## src/rtl/core/indexed_list_insert_remove_top_macros.svh

```systemverilog
// Assertion macros shared by the indexed list RTL.
`ifndef INDEXED_LIST_INSERT_REMOVE_TOP_MACROS_SVH
`define INDEXED_LIST_INSERT_REMOVE_TOP_MACROS_SVH
`ifndef SYNTHESIS
// Same-cycle implication, checked out of reset.
`define ILIR_ASSERT_NOW(label, clk, rst_n, ante, cons) \
  label: assert property (@(posedge clk) disable iff (!rst_n) (ante) |-> (cons)) \
    else $error("indexed list check failed");
// Next-cycle implication, checked out of reset.
`define ILIR_ASSERT_NEXT(label, clk, rst_n, ante, cons) \
  label: assert property (@(posedge clk) disable iff (!rst_n) (ante) |=> (cons)) \
    else $error("indexed list check failed");
`else
`define ILIR_ASSERT_NOW(label, clk, rst_n, ante, cons)
`define ILIR_ASSERT_NEXT(label, clk, rst_n, ante, cons)
`endif
`endif

```

## src/rtl/core/ilir_pkg.sv

```systemverilog
// Types and constants for the indexed list block.
package ilir_pkg;

  // Fixed field widths of the command and result beats.
  localparam int unsigned FUNC_W      = 3;
  localparam int unsigned POS_W       = 8;
  localparam int unsigned VALUE_W     = 32;
  localparam int unsigned DATA_OUT_W  = 32;
  localparam int unsigned STATUS_W    = 2;
  localparam int unsigned COUNT_OUT_W = 5;

  // Operation codes.
  typedef enum logic [FUNC_W-1:0] {
    FN_APPEND   = 3'd0,
    FN_INSERT   = 3'd1,
    FN_REM_LAST = 3'd2,
    FN_REM_AT   = 3'd3,
    FN_READ_AT  = 3'd4,
    FN_FIRST    = 3'd5,
    FN_LAST     = 3'd6,
    FN_CLEAR    = 3'd7
  } func_e;

  // Result status codes.
  typedef enum logic [STATUS_W-1:0] {
    ST_OK    = 2'd0,
    ST_EMPTY = 2'd1,
    ST_FULL  = 2'd2
  } status_e;

  // Shift control broadcast to every cell.
  typedef struct packed {
    logic ins;
    logic rem;
  } cell_ctl_t;

endpackage

```

## src/rtl/core/ilir_cell.sv

```systemverilog
// One storage cell of the list row; shifts with its neighbors on insert and remove.
module ilir_cell #(
  parameter int unsigned DATA_BITS = 32,
  parameter int unsigned IDX_W     = 4,
  parameter int unsigned IDX       = 0
) (
  input  logic                  clk_i,
  input  ilir_pkg::cell_ctl_t   ctl_i,
  input  logic [IDX_W-1:0]      sel_i,
  input  logic [DATA_BITS-1:0]  value_i,
  input  logic [DATA_BITS-1:0]  left_i,
  input  logic [DATA_BITS-1:0]  right_i,
  output logic [DATA_BITS-1:0]  word_o,
  output logic [DATA_BITS-1:0]  rd_o
);

  logic [DATA_BITS-1:0] word_q;
  logic [DATA_BITS-1:0] word_d;
  logic                 at_sel;
  logic                 past_sel;

  // Position of this cell relative to the selected index.
  assign at_sel   = (IDX_W'(IDX) == sel_i);
  assign past_sel = (IDX_W'(IDX) > sel_i);

  // Insert opens a gap at the selected cell; remove closes it from the right.
  always_comb begin
    word_d = word_q;
    if (ctl_i.ins) begin
      if (at_sel) begin
        word_d = value_i;
      end else if (past_sel) begin
        word_d = left_i;
      end
    end else if (ctl_i.rem) begin
      if (at_sel || past_sel) begin
        word_d = right_i;
      end
    end
  end

  always_ff @(posedge clk_i) begin
    word_q <= word_d;
  end

  assign word_o = word_q;

  // Only the selected cell drives the shared read bus.
  assign rd_o = at_sel ? word_q : '0;

endmodule

```

## src/rtl/core/ilir_ctrl.sv

```systemverilog
// Command decode, index clamping and entry count for the indexed list.
module ilir_ctrl #(
  parameter int unsigned DEPTH = 16
) (
  input  logic                              clk_i,
  input  logic                              rst_ni,
  input  logic                              go_i,
  input  logic [ilir_pkg::FUNC_W-1:0]       func_i,
  input  logic [ilir_pkg::POS_W-1:0]        position_i,
  output ilir_pkg::cell_ctl_t               ctl_o,
  output logic [$clog2(DEPTH)-1:0]          sel_o,
  output logic                              hit_o,
  output ilir_pkg::status_e                 status_o,
  output logic [$clog2(DEPTH+1)-1:0]        count_o
);

  localparam int unsigned IW = $clog2(DEPTH);
  localparam int unsigned CW = $clog2(DEPTH + 1);
  localparam int unsigned PW = (CW > ilir_pkg::POS_W) ? CW : ilir_pkg::POS_W;

  logic [CW-1:0]       count_q;
  logic [CW-1:0]       count_d;
  logic [PW-1:0]       pos_w;
  logic [PW-1:0]       cnt_w;
  logic [PW-1:0]       last_w;
  logic [PW-1:0]       sel_w;
  logic                empty;
  logic                full;
  logic                ins;
  logic                rem;
  ilir_pkg::func_e     func;

  assign func   = ilir_pkg::func_e'(func_i);
  assign pos_w  = PW'(position_i);
  assign cnt_w  = PW'(count_q);
  assign last_w = cnt_w - PW'(1);
  assign empty  = (count_q == '0);
  assign full   = (count_q == CW'(DEPTH));

  // Decode the operation and clamp the index the way the list defines it.
  always_comb begin
    ins      = 1'b0;
    rem      = 1'b0;
    hit_o    = 1'b0;
    status_o = ilir_pkg::ST_OK;
    sel_w    = '0;
    count_d  = count_q;
    case (func)
      ilir_pkg::FN_APPEND, ilir_pkg::FN_INSERT: begin
        if (full) begin
          status_o = ilir_pkg::ST_FULL;
        end else begin
          ins     = 1'b1;
          count_d = count_q + CW'(1);
          if (func == ilir_pkg::FN_INSERT && pos_w < cnt_w) begin
            sel_w = pos_w;
          end else begin
            sel_w = cnt_w;
          end
        end
      end
      ilir_pkg::FN_REM_LAST, ilir_pkg::FN_REM_AT: begin
        if (empty) begin
          status_o = ilir_pkg::ST_EMPTY;
        end else begin
          rem     = 1'b1;
          hit_o   = 1'b1;
          count_d = count_q - CW'(1);
          if (func == ilir_pkg::FN_REM_AT && pos_w < last_w) begin
            sel_w = pos_w;
          end else begin
            sel_w = last_w;
          end
        end
      end
      ilir_pkg::FN_READ_AT: begin
        sel_w = pos_w;
        if (pos_w < cnt_w) begin
          hit_o = 1'b1;
        end else begin
          status_o = ilir_pkg::ST_EMPTY;
        end
      end
      ilir_pkg::FN_FIRST: begin
        if (empty) begin
          status_o = ilir_pkg::ST_EMPTY;
        end else begin
          hit_o = 1'b1;
        end
      end
      ilir_pkg::FN_LAST: begin
        sel_w = last_w;
        if (empty) begin
          status_o = ilir_pkg::ST_EMPTY;
        end else begin
          hit_o = 1'b1;
        end
      end
      ilir_pkg::FN_CLEAR: begin
        count_d = '0;
      end
      default: begin
        count_d = count_q;
      end
    endcase
  end

  // Cells move only on an accepted command beat.
  assign ctl_o.ins = go_i && ins;
  assign ctl_o.rem = go_i && rem;
  assign sel_o     = sel_w[IW-1:0];

  // Entry count register.
  always_ff @(posedge clk_i or negedge rst_ni) begin
    if (!rst_ni) begin
      count_q <= '0;
    end else if (go_i) begin
      count_q <= count_d;
    end
  end

  assign count_o = count_d;

endmodule

```

## src/rtl/core/indexed_list_insert_remove_top.sv

```systemverilog
// Top level of the indexed list: a row of shifting cells with a registered result.
//
//  channel  | handshake            | fields
//  ---------+----------------------+-----------------------------------------
//  command  | start_i, busy_o      | func_i, position_i, value_i
//  result   | done_o (one cycle)   | data_out_o, hit_o, status_o, count_out_o
//
// One command beat is taken every clock; busy_o stays low.
// The result appears in the cycle after its command, for exactly one cycle.
// All cells shift in parallel in the accepting cycle; the read path is a select
// across the cell row, so every position is read through the same path.
// Reset clears the entry count and result strobe; cell contents are not reset.
// The receiver cannot stall, so nothing holds results back.
`include "indexed_list_insert_remove_top_macros.svh"

module indexed_list_insert_remove_top #(
  parameter int unsigned DEPTH     = 16,
  parameter int unsigned DATA_BITS = 32
) (
  input  logic                                clk_i,
  input  logic                                rst_ni,
  input  logic                                start_i,
  output logic                                busy_o,
  input  logic [ilir_pkg::FUNC_W-1:0]         func_i,
  input  logic [ilir_pkg::POS_W-1:0]          position_i,
  input  logic [ilir_pkg::VALUE_W-1:0]        value_i,
  output logic                                done_o,
  output logic [ilir_pkg::DATA_OUT_W-1:0]     data_out_o,
  output logic                                hit_o,
  output logic [ilir_pkg::STATUS_W-1:0]       status_o,
  output logic [ilir_pkg::COUNT_OUT_W-1:0]    count_out_o
);

  localparam int unsigned IW  = $clog2(DEPTH);
  localparam int unsigned CW  = $clog2(DEPTH + 1);
  localparam int unsigned WW  = (DATA_BITS > ilir_pkg::VALUE_W) ? DATA_BITS : ilir_pkg::VALUE_W;
  localparam int unsigned KW  = (CW > ilir_pkg::COUNT_OUT_W) ? CW : ilir_pkg::COUNT_OUT_W;

  logic                                 go;
  ilir_pkg::cell_ctl_t                  ctl;
  logic [IW-1:0]                        sel;
  logic                                 hit;
  ilir_pkg::status_e                    status;
  logic [CW-1:0]                        count_next;
  logic [WW-1:0]                        value_ext;
  logic [DATA_BITS-1:0]                 word_in;
  logic [DATA_BITS-1:0]                 word   [DEPTH];
  logic [DATA_BITS-1:0]                 rd     [DEPTH];
  logic [DATA_BITS-1:0]                 rd_word;
  logic [WW-1:0]                        rd_ext;
  logic [KW-1:0]                        count_ext;

  logic                                 done_q;
  logic [ilir_pkg::DATA_OUT_W-1:0]      data_q;
  logic [ilir_pkg::DATA_OUT_W-1:0]      data_d;
  logic                                 hit_q;
  ilir_pkg::status_e                    status_q;
  logic [ilir_pkg::COUNT_OUT_W-1:0]     count_q;

  // Every command beat is taken.
  assign busy_o = 1'b0;
  assign go     = start_i && !busy_o;

  // Bring the data word to the stored width.
  assign value_ext = WW'(value_i);
  assign word_in   = value_ext[DATA_BITS-1:0];

  ilir_ctrl #(
    .DEPTH(DEPTH)
  ) u_ctrl (
    .clk_i      (clk_i),
    .rst_ni     (rst_ni),
    .go_i       (go),
    .func_i     (func_i),
    .position_i (position_i),
    .ctl_o      (ctl),
    .sel_o      (sel),
    .hit_o      (hit),
    .status_o   (status),
    .count_o    (count_next)
  );

  // Row of cells, each wired to its neighbors; the first takes zero on the left, the last itself on the right.
  for (genvar i = 0; i < DEPTH; i++) begin : g_cell
    logic [DATA_BITS-1:0] left;
    logic [DATA_BITS-1:0] right;
    if (i == 0) begin : g_first
      assign left = '0;
    end else begin : g_mid_l
      assign left = word[i-1];
    end
    if (i == DEPTH - 1) begin : g_last
      assign right = word[i];
    end else begin : g_mid_r
      assign right = word[i+1];
    end
    ilir_cell #(
      .DATA_BITS(DATA_BITS),
      .IDX_W    (IW),
      .IDX      (i)
    ) u_cell (
      .clk_i  (clk_i),
      .ctl_i  (ctl),
      .sel_i  (sel),
      .value_i(word_in),
      .left_i (left),
      .right_i(right),
      .word_o (word[i]),
      .rd_o   (rd[i])
    );
  end

  // Collect the selected cell from the read bus.
  always_comb begin
    rd_word = '0;
    for (int unsigned i = 0; i < DEPTH; i++) begin
      rd_word = rd_word | rd[i];
    end
  end

  assign rd_ext    = WW'(rd_word);
  assign data_d    = hit ? rd_ext[ilir_pkg::DATA_OUT_W-1:0] : '0;
  assign count_ext = KW'(count_next);

  // Result strobe.
  always_ff @(posedge clk_i or negedge rst_ni) begin
    if (!rst_ni) begin
      done_q <= 1'b0;
    end else begin
      done_q <= go;
    end
  end

  // Result payload, captured with its command beat.
  always_ff @(posedge clk_i) begin
    if (go) begin
      data_q   <= data_d;
      hit_q    <= hit;
      status_q <= status;
      count_q  <= count_ext[ilir_pkg::COUNT_OUT_W-1:0];
    end
  end

  assign done_o      = done_q;
  assign data_out_o  = data_q;
  assign hit_o       = hit_q;
  assign status_o    = status_q;
  assign count_out_o = count_q;

  // Each accepted command gives exactly one result in the next cycle.
  `ILIR_ASSERT_NEXT(a_done_follows, clk_i, rst_ni, go, done_o)
  `ILIR_ASSERT_NEXT(a_no_spurious, clk_i, rst_ni, !go, !done_o)
  // A result carrying an entry is always reported as ok.
  `ILIR_ASSERT_NOW(a_hit_ok, clk_i, rst_ni, done_o && hit_o, status_o == ilir_pkg::ST_OK)
  // A miss never shows data.
  `ILIR_ASSERT_NOW(a_miss_zero, clk_i, rst_ni, done_o && !hit_o, data_out_o == '0)

endmodule
```

## config.mk

```make
export PLATFORM = sky130hd
export DESIGN_NAME = indexed_list_insert_remove_top
export DESIGN_NICKNAME = d
export VERILOG_FILES = /design/src/rtl/core/ilir_pkg.sv /design/src/rtl/core/ilir_cell.sv /design/src/rtl/core/ilir_ctrl.sv /design/src/rtl/core/indexed_list_insert_remove_top.sv
export VERILOG_INCLUDE_DIRS = /design/src /design/src/rtl/core
export SDC_FILE = /design/constraint.sdc
export NUM_CORES = 1
export LEC_CHECK = 0
export ABC_CLOCK_PERIOD_IN_PS = 8900
export BUFFER_PORTS_ARGS = -buffer_cell sky130_fd_sc_hd__buf_2
export CORE_ASPECT_RATIO = 1.2
export CORE_MARGIN = 3
export CORE_UTILIZATION = 30
export CTS_BUF_LIST = sky130_fd_sc_hd__clkbuf_16
export DETAILED_ROUTE_END_ITERATION = 8
export PLACE_DENSITY = 0.43
export SLEW_MARGIN = 0
export SYNTH_ARGS = -nofsm -noshare
export SYNTH_HDL_FRONTEND = slang
export SYNTH_HIERARCHICAL = 1
export SYNTH_SLANG_ARGS = --single-unit
```

## constraint.sdc

```tcl
create_clock -name clk_i -period 8.9 [get_ports clk_i]
set_input_delay 0.89 -clock clk_i [delete_from_list [all_inputs] [get_ports clk_i]]
set_output_delay 0.89 -clock clk_i [all_outputs]
set_load 0.05 [all_outputs]
```

### Word-level counts from Yosys, hierarchy flattened

Index checks and enable logic that the tools add are counted.
W data, S select, Z words.

* bits in registers: 558

* $lt $le $gt $ge: 18
* bitwise logic cells: 15
* add/sub/neg operators: 3
* equality and inequality tests: 38
* reduce and logical (&&, ||, !) cells: 58
* mux-type cells: 111

Operator list (count)
* $mux W32: 93
* $or A32 B32 Y32: 15
* $ne A3 B1 Y1 const B: 15
* $reduce_and A3 Y1: 15
* $reduce_bool A2 Y1: 17
* $eq A4 B4 Y1 const A: 8
* $gt A4 B4 Y1 const A: 8
* $eq A3 B4 Y1 const A: 4
* $gt A3 B4 Y1 const A: 4
* $mux W4: 4
* $pmux W4 S4: 1
* $logic_or A1 B1 Y1: 15
* $pmux W5 S3: 1
* $eq A3 B3 Y1 const B: 4
* $mux W5: 2
* $eq A2 B4 Y1 const A: 2
* $gt A1 B4 Y1 const A: 2
* $gt A2 B4 Y1 const A: 2
* $lt A8 B5 Y1: 1
* $lt A8 B8 Y1: 1
* $mux W1: 7
* $eq A3 B2 Y1 const B: 2
* $pmux W2 S3: 1
* $sub A5 B1 Y6 const B: 1
* 14 further kinds: 18

### Longest topological paths before layout

* word-level depth: 23
* gate-level depth with buffers: 18
* gate-level depth less buffers: 15

### By module

Netlist, hierarchy kept.

By module, submodules not included
* ilir_cell at g_cell[11].u_cell ...: seq. area each 960.9 um2, cells each 213, instances 2, area each 1864.3 um2
* indexed_list_insert_remove_top: seq. area each 1226.2 um2, cells each 207, instances 1, area each 2356.0 um2
* ilir_cell at g_cell[2].u_cell: seq. area each 960.9 um2, cells each 177, instances 1, area each 1906.8 um2
* ilir_cell at g_cell[1].u_cell: seq. area each 960.9 um2, cells each 177, instances 1, area each 1904.3 um2
* ilir_cell at g_cell[10].u_cell: seq. area each 960.9 um2, cells each 178, instances 1, area each 1900.6 um2
* ilir_cell at g_cell[12].u_cell: seq. area each 960.9 um2, cells each 177, instances 1, area each 1899.3 um2
* ilir_cell at g_cell[9].u_cell: seq. area each 960.9 um2, cells each 177, instances 1, area each 1896.8 um2
* ilir_cell at g_cell[6].u_cell: seq. area each 960.9 um2, cells each 177, instances 1, area each 1895.6 um2
* ilir_cell at g_cell[5].u_cell: seq. area each 960.9 um2, cells each 177, instances 1, area each 1894.3 um2
* ilir_cell at g_cell[3].u_cell: seq. area each 960.9 um2, cells each 177, instances 1, area each 1891.8 um2
* ilir_cell at g_cell[4].u_cell: seq. area each 960.9 um2, cells each 177, instances 1, area each 1880.6 um2
* ilir_cell at g_cell[8].u_cell: seq. area each 960.9 um2, cells each 178, instances 1, area each 1878.1 um2
* ilir_cell at g_cell[0].u_cell: seq. area each 960.9 um2, cells each 176, instances 1, area each 1874.3 um2
* ilir_cell at g_cell[14].u_cell: seq. area each 960.9 um2, cells each 213, instances 1, area each 1866.8 um2
* +3 rows

### Worst setup path before layout

OpenSTA, ideal clock, no wires.

* kind: register -> register
* from: register u_ctrl.count_q[0]
* to: register g_cell[2].u_cell.word_q[0] (enable)
* cell stages (with the launch flop): 13
* buffers on the path: 1
* period minus slack after synthesis: 9202 ps
* slack: -302 ps
* arrival time: 8608 ps
* path through: dfrtp_1 buf_2 inv_1 ha_1 nor4b_4 nor2_1 ha_1 nand4_1 a211oi_1 nor3b_2 a211oi_2 o221ai_1 a2111oi_0

* word-level cells in the longest chain between the ends: 10
* elaborated cells between the ends (all ways): 25
* classes of those cells: add/sub (1); order compare (3); eq/ne (3); mux (9); reduce/logical (9)

RTL lines
* start, declared: line ilir_ctrl.sv:21 `logic [CW-1:0] count_q;`
* start signal, assigned: line ilir_ctrl.sv:118 `count_q <= count_d;`
* $sub A5 B1 Y6: line ilir_ctrl.sv:36 `assign last_w = cnt_w - PW'(1);`
* $lt A8 B8 Y1: line ilir_ctrl.sv:69 `if (func == ilir_pkg::FN_REM_AT && pos_w < last_w) begin`
* $logic_and A1 B1 Y1: line ilir_ctrl.sv:69
* $mux W4: line ilir_ctrl.sv:69
* $mux W4: line ilir_ctrl.sv:63 `if (empty) begin`
* $pmux W4 S4 *: line ilir_ctrl.sv:48 `case (func)`
* named net sel[2]: line indexed_list_insert_remove_top.sv:41 `logic [IW-1:0] sel;`
* $gt A2 B4 Y1 or $eq A2 B4 Y1 (tied branches): line ilir_cell.sv:24, ilir_cell.sv:23
* $logic_or A1 B1 Y1: line ilir_cell.sv:36 `if (at_sel || past_sel) begin`
* $reduce_bool A2 Y1 (no source line)
* $reduce_and A3 Y1 (no source line) *
* end signal, assigned: line ilir_cell.sv:43 `word_q <= word_d;`
* end, declared: line ilir_cell.sv:17 `logic [DATA_BITS-1:0] word_q;`

Mark *: on every way through the listed nets, which the timed path passes. The rest lies on a longest branch.
A chain may end at the register's enable or synchronous reset.

==> summary.txt <==
Status -> finished, final reports clean
Worst R2R Path Depth -> 15
Clock Pin Slew Worst Setup and Hold Paths -> 0.06 ns
Power density cells -> 250 mW/mm2
Psw -> 3.33 mW
Clock Power Share -> 30.1%
Resized cells post-CTS -> 0
Die X-Extent -> 311 um
Switch share -> 36.0%
Skew final -> 0.0273 ns
IO Count -> 88
Mapped Area -> 0.0335 mm2
Slew Limit Fails -> 0
Synth top area cells -> edfxtp_1 49%, mux2i_1 11%, and2_1 9.6%
Slew of the pin with the lowest slew margin -> 1.26 ns
Req. time, crit path -> 9.33 ns
Area delta synth->final -> 10.6%
Worst setup margin -> 2.92 ns
HP Class -> input pin to asynchronous set/reset pin
Slowest cell on crit path -> o221ai_2
CP Capture Type -> flip-flop
Asr flop ratio synth -> 1.08%
Grt total ovfl -> 0
Initial antenna violation count -> 22
Vias in the first global route -> 24700
Tmin final -> 5.98 ns
R2R Setup Slk -> 2.92 ns
Worst slew margin -> 15.8%
Top cell family by delay on the critical path -> compound AO/OA/AOI/OAI gates
CP peak stage delay -> 0.73 ns
R2r endpoint -> data_out_o[2]
Largest family of logic cells by synthesized area -> simple AND/OR/NAND/NOR gates
H-tree depth -> 3
Die area -> 0.116 mm2
Yosys top cell by area -> edfxtp_1
Average size of a mapped cell -> 10.0 um2
Layout net count -> 3411
Remaining DRCs -> 0
Crit path DAT -> 6.41 ns
#FFs+latches synth -> 558
Final Hold Fails -> 0
Synth cell types -> 60
XOR/XNOR Fraction of Synth Area -> 0.0784%
Max-Cap Viols -> 0
Max Fanout on Critical Path -> 36
Share of cells above drive strength 1 -> 8.48%
Clock sink count -> 558
CTS tree -> yes
Root Driver -> clkbuf_16
Leakage -> 12.8 nW
Synth top area share -> 49.5%
Adder-cell share of the synthesized area -> 0.485%
YS warnings -> 6
Routed Antenna Nets -> 0
Largest net degree at the start of global routing -> 227
Number of port buffers -> 86
Synth Area in Compound Gates -> 10.2%
Pint -> 5.92 mW
Post-CTS setup buffer count -> 0
Overall Global Routing Usage -> 19.9%
Final WL -> 118 mm
Vert. Die Dim -> 372 um
Reg-to-reg critical path startpoint -> u_ctrl/count_q[0]
Ys flop type -> edfxtp_1
Critical path, cell by cell -> inv_1 > ha_1 > nor4b_4 > nor2_1 > ha_1 > nand4_1 > a211oi_1 > o211ai_1 > o221ai_2 > buf_4 > and4bb_4 > buf_4 > and2_1 > nor4_1 > a41oi_1
Post-DP HPWL -> 66.9 mm
Via count -> 25500
Max Freq -> 0.167 GHz
Clock latency on the worst-skew pair -> 0.64 ns
CP startpoint kind -> flip-flop
Core ar. -> 0.110 mm2
Total CTS buffers -> 69
1st-pass router iterations -> 5
Vias/cell -> 5.20
Core Rows -> 133
Syn Inst Count -> 3348
Global-route wire length before repair -> 172 mm
Avg WL per Cell -> 24.1 um
Setup TNS -> 0 ns
Starting Density -> 30.4%
Area fraction in and, or, nand and nor cells after synthesis -> 23.2%
Worst vdd ir -> 135 uV
CP bufs+invs -> 3
Unrepaired setup endpoints after global routing -> false
# hold bufs at CTS -> 0
Mux cell area share after synthesis -> 10.7%
Final setup fails -> 0
Iter 0 DRT Violations -> 2081
Maximum root-to-sink buffer count -> 3
Final weighted congestion in routability-driven placement -> 0.775
Comb power frac -> 29.4%
Post-synth EDFFs -> 552
Final period util -> 67.2%
Critical path class -> flip-flop to flip-flop
Pre-CTS WS -> 2.93 ns
Sequential Power Share -> 40.5%
Post-synthesis sequential area ratio -> 49.9%
==> how the worst max path moves through the flow <==
stage	start	endpoint	slack, ns	depth (start not counted)
after floorplan	u_ctrl/count_q[0]	g_cell[2].u_cell/word_o[0]	0.1	12
after CTS	u_ctrl/count_q[0]	data_out_o[2]	2.91	15
after global placement	u_ctrl/count_q[0]	data_out_o[1]	3.03	17
after detailed placement	u_ctrl/count_q[0]	data_out_o[2]	2.93	15
after global routing	u_ctrl/count_q[0]	data_out_o[5]	2.50	16
final	u_ctrl/count_q[0]	data_out_o[2]	2.92	15
==> layer usage <==
layer  wire (um)  track usage (%)  vias up
met5          10                0        -
li1            -                -    12000
met2       55000             33.2      664
met4        2100             4.23        2
met3        5670             2.54      135
met1       55300             27.7    12600
==> stage by stage <==
stage          utilization, %  hold slack, ns  total power [mW]  std cells  area [um2]
2_1_floorplan               -           0.572              5.62       3380       33600
3_3_place_gp             31.7           0.600              6.55       4766       34900
3_5_place_dp             31.7           0.602              6.55       4766       34900
4_1_cts                  33.6          0.0726              9.38       4892       37000
5_1_grt                  33.6          0.0906              9.71       4892       37000
6_report                 33.6          0.0985              9.25       4897       37100
==> placed cells by master, fill, tap and decap left out, drive strengths merged, types with 25 or more instances in the layout <==
| cell | n |
|---|---|
| nor4 | 132 |
| conb | 33 |
| nand2 | 331 |
| clkbuf | 72 |
| mux2i | 352 |
| edfxtp | 552 |
| inv | 37 |
| a41oi | 33 |
| a31oi | 162 |
| nor2 | 537 |
| and2 | 515 |
| clkinv | 25 |
| buf | 150 |
| a21oi | 358 |
==> sequential cells by signal, indices dropped and copies added (netlist names) <==
name,count
count_out_o,5
data_out_o,32
done_o,1
g_cell.u_cell/word_o,512
hit_o,1
status_o,2
u_ctrl/count_q,5
==> logic make-up after synthesis <==
group / Yosys count
other: 1
AND/OR/NAND/NOR: 1558
buffers and inverters: 263
adder cells (fa/ha/maj): 13
AO/OA/AOI/OAI: 595
multiplexers: 357
XOR/XNOR: 3
flip-flops: 558
==> power by group through the flow <==
| stage | clock (mW) | sequential, mW | combinational (mW) |
|---|---|---|---|
| 2_1_floorplan | 0 | 3.84 | 1.77 |
| 3_3_place_gp | 0 | 3.82 | 2.73 |
| 3_5_place_dp | 0 | 3.80 | 2.75 |
| 4_1_cts | 2.87 | 3.76 | 2.75 |
| 5_1_grt | 2.96 | 3.80 | 2.95 |
| 6_report | 2.78 | 3.75 | 2.72 |
==> cell type report <==
cell class              count  area (um2)
diodes                      5        12.5
repair buffers            150         923
clock buffers              72        1800
clock inverters            54         348
inverters                  14        52.6
well taps                1485        1860
fillers                 11400       73100
flip-flops and latches    558       16700
multi-input cells        2559       15300
==> cells in the mapped netlist (2+ instances only) <==
| cell | n |
|---|---|
| nand2b_1 | 3 |
| o221ai_1 | 7 |
| o21a_1 | 5 |
| nor2_1 | 537 |
| buf_12 | 24 |
| clkbuf_2 | 15 |
| nand3_1 | 5 |
| and2_1 | 513 |
| o211ai_1 | 4 |
| clkbuf_1 | 126 |
| buf_6 | 26 |
| a211oi_1 | 4 |
| nand4b_1 | 5 |
| buf_8 | 14 |
| nor3b_2 | 2 |
| nor4_1 | 131 |
| a41oi_1 | 33 |
| dfrtp_1 | 6 |
| xnor2_1 | 3 |
| a21oi_1 | 358 |
| nor4b_4 | 5 |
| a22o_1 | 2 |
| inv_2 | 2 |
| a31oi_1 | 162 |
| and3_1 | 2 |
| buf_1 | 12 |
| mux2_2 | 4 |
| buf_2 | 26 |
| ha_1 | 13 |
| inv_1 | 12 |
| nor3_1 | 5 |
| buf_4 | 6 |
| mux2i_1 | 352 |
| nand4_1 | 2 |
| and4bb_1 | 6 |
| and4b_1 | 4 |
| o21ai_0 | 7 |
| edfxtp_1 | 552 |
| nand2_1 | 331 |
| o22a_1 | 2 |
Power figures use the tool's default switching activity.
